$ cat config.mk
export PLATFORM = sky130hd
export DESIGN_NAME = hst_mul_cell
export DESIGN_NICKNAME = d
export VERILOG_FILES = /design/src/hw/rtl/hst_mul_cell.sv
export SDC_FILE = /design/constraint.sdc
export NUM_CORES = 2
export LEC_CHECK = 0
export BUFFER_PORTS_ARGS = -buffer_cell sky130_fd_sc_hd__buf_4
export CAP_MARGIN = 20
export CORE_ASPECT_RATIO = 1.2
export CORE_MARGIN = 4
export CORE_UTILIZATION = 60
export CTS_CLUSTER_DIAMETER = 30
export DETAILED_ROUTE_END_ITERATION = 8
export GPL_TIMING_DRIVEN = 0
export PLACE_DENSITY = 0.84
export SYNTH_ARGS = -nofsm -noshare
export SYNTH_HDL_FRONTEND = slang
export SYNTH_SLANG_ARGS = --single-unit
export TNS_END_PERCENT = 1
$ cat constraint.sdc
create_clock -name clk -period 18.5 [get_ports clk]
set_input_delay 1.85 -clock clk [delete_from_list [all_inputs] [get_ports clk]]
set_output_delay 1.85 -clock clk [all_outputs]
set_load 0.1 [all_outputs]
$ cat src/hw/rtl/hst_mul_cell.sv
// Registered signed multiplier cell.
`default_nettype none
module hst_mul_cell #(
	parameter int unsigned AW = 32,
	parameter int unsigned BWid = 32
) (
	input  wire                         clk,
	input  wire logic signed [AW-1:0]   a,
	input  wire logic signed [BWid-1:0] b,
	output logic signed [AW+BWid-1:0]   p
);
	always_ff @(posedge clk) begin
		p <= a * b;
	end
endmodule
`default_nettype wire

==> insert_results.sql <==
INSERT INTO impl_metrics (metric_group, metric, value, unit) VALUES
('run_status', 'outcome', 'completed', ''),
('logic_synthesis', 'synth.ff_latch_count', '64', ''),
('logic_synthesis', 'yosysSeqAreaShare', '0.0344', ''),
('worst_hold_path', 'hp-class', 'in -> reg', ''),
('detailed_routing', 'avg_wl_per_cell', '25.5', 'µm'),
('clock_network', 'clk_path_buf_depth', '2', ''),
('global_route', 'gr-total-overflow', '0', ''),
('floorplan', 'design.die.area', '66100', 'µm²'),
('clock_network', 'clk_sinks', '64', ''),
('clock_network', 'numCtsBuffers', '9', ''),
('detailed_routing', 'drt_first_iter_violations', '2728', ''),
('detailed_routing', 'detailedRoute.firstPassIterationCount', '6', ''),
('layout', 'biggestRegsByFlops', 'p x64', ''),
('setup_path', 'crit_path_end_kind', 'register', ''),
('layout', 'final_cell_mix', 'sky130_fd_sc_hd__fa_1, sky130_fd_sc_hd__inv_1, sky130_fd_sc_hd__and2_1', ''),
('setup_path', 'crit_path_max_fanout', '10', ''),
('layout', 'final_common_cell', 'sky130_fd_sc_hd__fa_1', ''),
('setup_path', 'required', '18.84', 'ns'),
('clock_network', 'cts_post_setup_buffers_inserted', '0', ''),
('timing', 'tightest_slew', '1.10', 'ns'),
('setup_path', 'critPathMaxStageDelay', '0.91', 'ns'),
('worst_hold_path', 'holdPathStages', '2', ''),
('floorplan', 'vertical_extent_of_the_die', '281', 'µm'),
('logic_synthesis', 'synth_edf_count', '0', ''),
('layout', 'sequential_cell_area', '1280', 'µm²'),
('timing', 'final_period_util', '0.600', ''),
('layout', 'final_layout_size_suffix_gt1_frac', '0.0420', ''),
('timing', 'finalMaxSlewViolations', '0', ''),
('job', 'maxCapViolCount', '0', ''),
('placed_design', 'dp_worst_setup_slack', '6.98', 'ns'),
('floorplan', 'core_region_area', '61200', 'µm²'),
('clock_network', 'post_cts.resized_instances', '0', ''),
('placed_design', 'gp_weighted_congestion', '1.11', ''),
('placed_design', 'post-dp-hpwl', '107000', 'µm'),
('clock_network', 'cts-hold-fix-buffers', '0', ''),
('layout', 'largest_reg_flops', '64', ''),
('clock_network', 'htree_num_levels', '3', ''),
('layout', 'nNetsFinal', '5354', ''),
('clock_network', 'clk_transition_reported_paths', '0.07', 'ns'),
('timing', 'final_setup_tns', '0', 'ns'),
('setup_path', 'worstSetupPathDepth', '26', ''),
('timing', 'timing_hold_violations_final', '0', ''),
('logic_synthesis', 'synth-async-reset-ratio', '0', ''),
('placed_design', 'numPortBuffers', '128', ''),
('logic_synthesis', 'synth.cell_area', '37200', 'µm²'),
('setup_path', 'crit_slowest_cell', 'sky130_fd_sc_hd__fa_1', ''),
('logic_synthesis', 'synth_cell_types', '63', ''),
('global_route', 'grt_start_max_net_pins', '23', ''),
('logic_synthesis', 'synth_ff_type', 'sky130_fd_sc_hd__dfxtp_1', ''),
('timing', 'finalSetupViolations', '0', ''),
('floorplan', 'starting_utilization_of_the_core_area', '0.609', ''),
('global_route', 'grt_antenna_before_repair', '8', ''),
('detailed_routing', 'vias_per_cell', '5.88', ''),
('detailed_routing', 'route.antenna.remaining_nets', '0', ''),
('setup_path', 'crit_buf_inv', '9', ''),
('global_route', 'grt_pass1_vias', '31917', ''),
('logic_synthesis', 'synth_fp_nets', '5215', ''),
('timing', 'fmaxAchievable', '0.0901', 'GHz'),
('logic_synthesis', 'syn_area_per_cell', '9.59', 'µm²'),
('detailed_routing', 'drt_drc_violations_left', '0', ''),
('layout', 'finalInstanceArea', '39500', 'µm²'),
('global_route', 'grt_first_pass_wirelength', '188000', 'µm'),
('clock_network', 'clock_root_cell', 'sky130_fd_sc_hd__clkbuf_16', ''),
('global_route', 'globalRouteTotalUtil', '0.386', ''),
('placed_design', 'post_dp_cell_area', '39200', 'µm²'),
('clock_network', 'tritoncts', 'done', ''),
('detailed_routing', 'vias', '28482', ''),
('timing', 'worst_slew_margin_rel', '0.265', ''),
('layout', 'num-fill-cells', '4968', ''),
('floorplan', 'row_count', '99', ''),
('setup_path', 'crit_arrival', '11.43', 'ns');
area by class of cell:
cell class	instances	area share
Inverter	952	0.0904
Antenna cell	11	0.000697
Clock inverter	5	0.000887
Clock buffer	10	0.00580
Multi-Input combinational cell	2668	0.801
Tap cell	808	0.0256
Timing Repair Buffer	128	0.0243
Sequential cell	64	0.0324
Buffer	200	0.0191
cell families (layout without fill, tap and decap cells):
| logic type | count (synthesis) | in the layout | synth area share |
|---|---|---|---|
| AOI/OAI and AO/OA | 193 | 193 | 0.0346 |
| xor gates and xnor gates | 75 | 75 | 0.0176 |
| adders and majority gates | 1266 | 1266 | 0.643 |
| buffers and inverters | 1152 | 1295 | 0.116 |
| DFF | 64 | 64 | 0.0344 |
| other | 0 | 11 | 0 |
| and+or+nand+nor | 1134 | 1134 | 0.154 |
metrics by stage:
stage / utilization / std cells
6_report: 0.646 / 4846
5_1_grt: 0.645 / 4837
4_1_cts: 0.645 / 4835
3_5_place_dp: 0.641 / 4820
3_3_place_gp: 0.641 / 4820
2_1_floorplan: - / 3884
per-layer routing:
| layer | GRT usage | wire (µm) | vias up |
|---|---|---|---|
| met4 | 0.339 | 14800 | 2 |
| met1 | 0.431 | 38500 | 14467 |
| met2 | 0.623 | 57600 | 1913 |
| li1 | - | - | 11356 |
| met5 | 0 | 8 | - |
| met3 | 0.0905 | 12700 | 744 |
cell usage after synthesis, drive strengths merged (13+ instances only):
cell type  instances  area share
fa              1082        0.58
dfxtp             64       0.034
xnor2             53       0.012
clkbuf           195       0.020
a31oi             13      0.0026
and2             516       0.087
o21ai             31      0.0044
a21oi             68      0.0091
inv              952       0.096
o21bai            15      0.0030
xor2              22      0.0052
a21o              25      0.0051
nand3             15      0.0020
nand2            511       0.052
nor2              42      0.0042
ha               184       0.062
path summary, 6_finish.rpt:
kind,startpoint,slack [ns],end
worst max-delay path,a[31],7.41,p[62]
worst min-delay path,b[0],1.80,p[0]
Power is left out: the tool's default activity adds up to more than one toggle a clock period on the data nets, which glitch-free logic cannot reach.
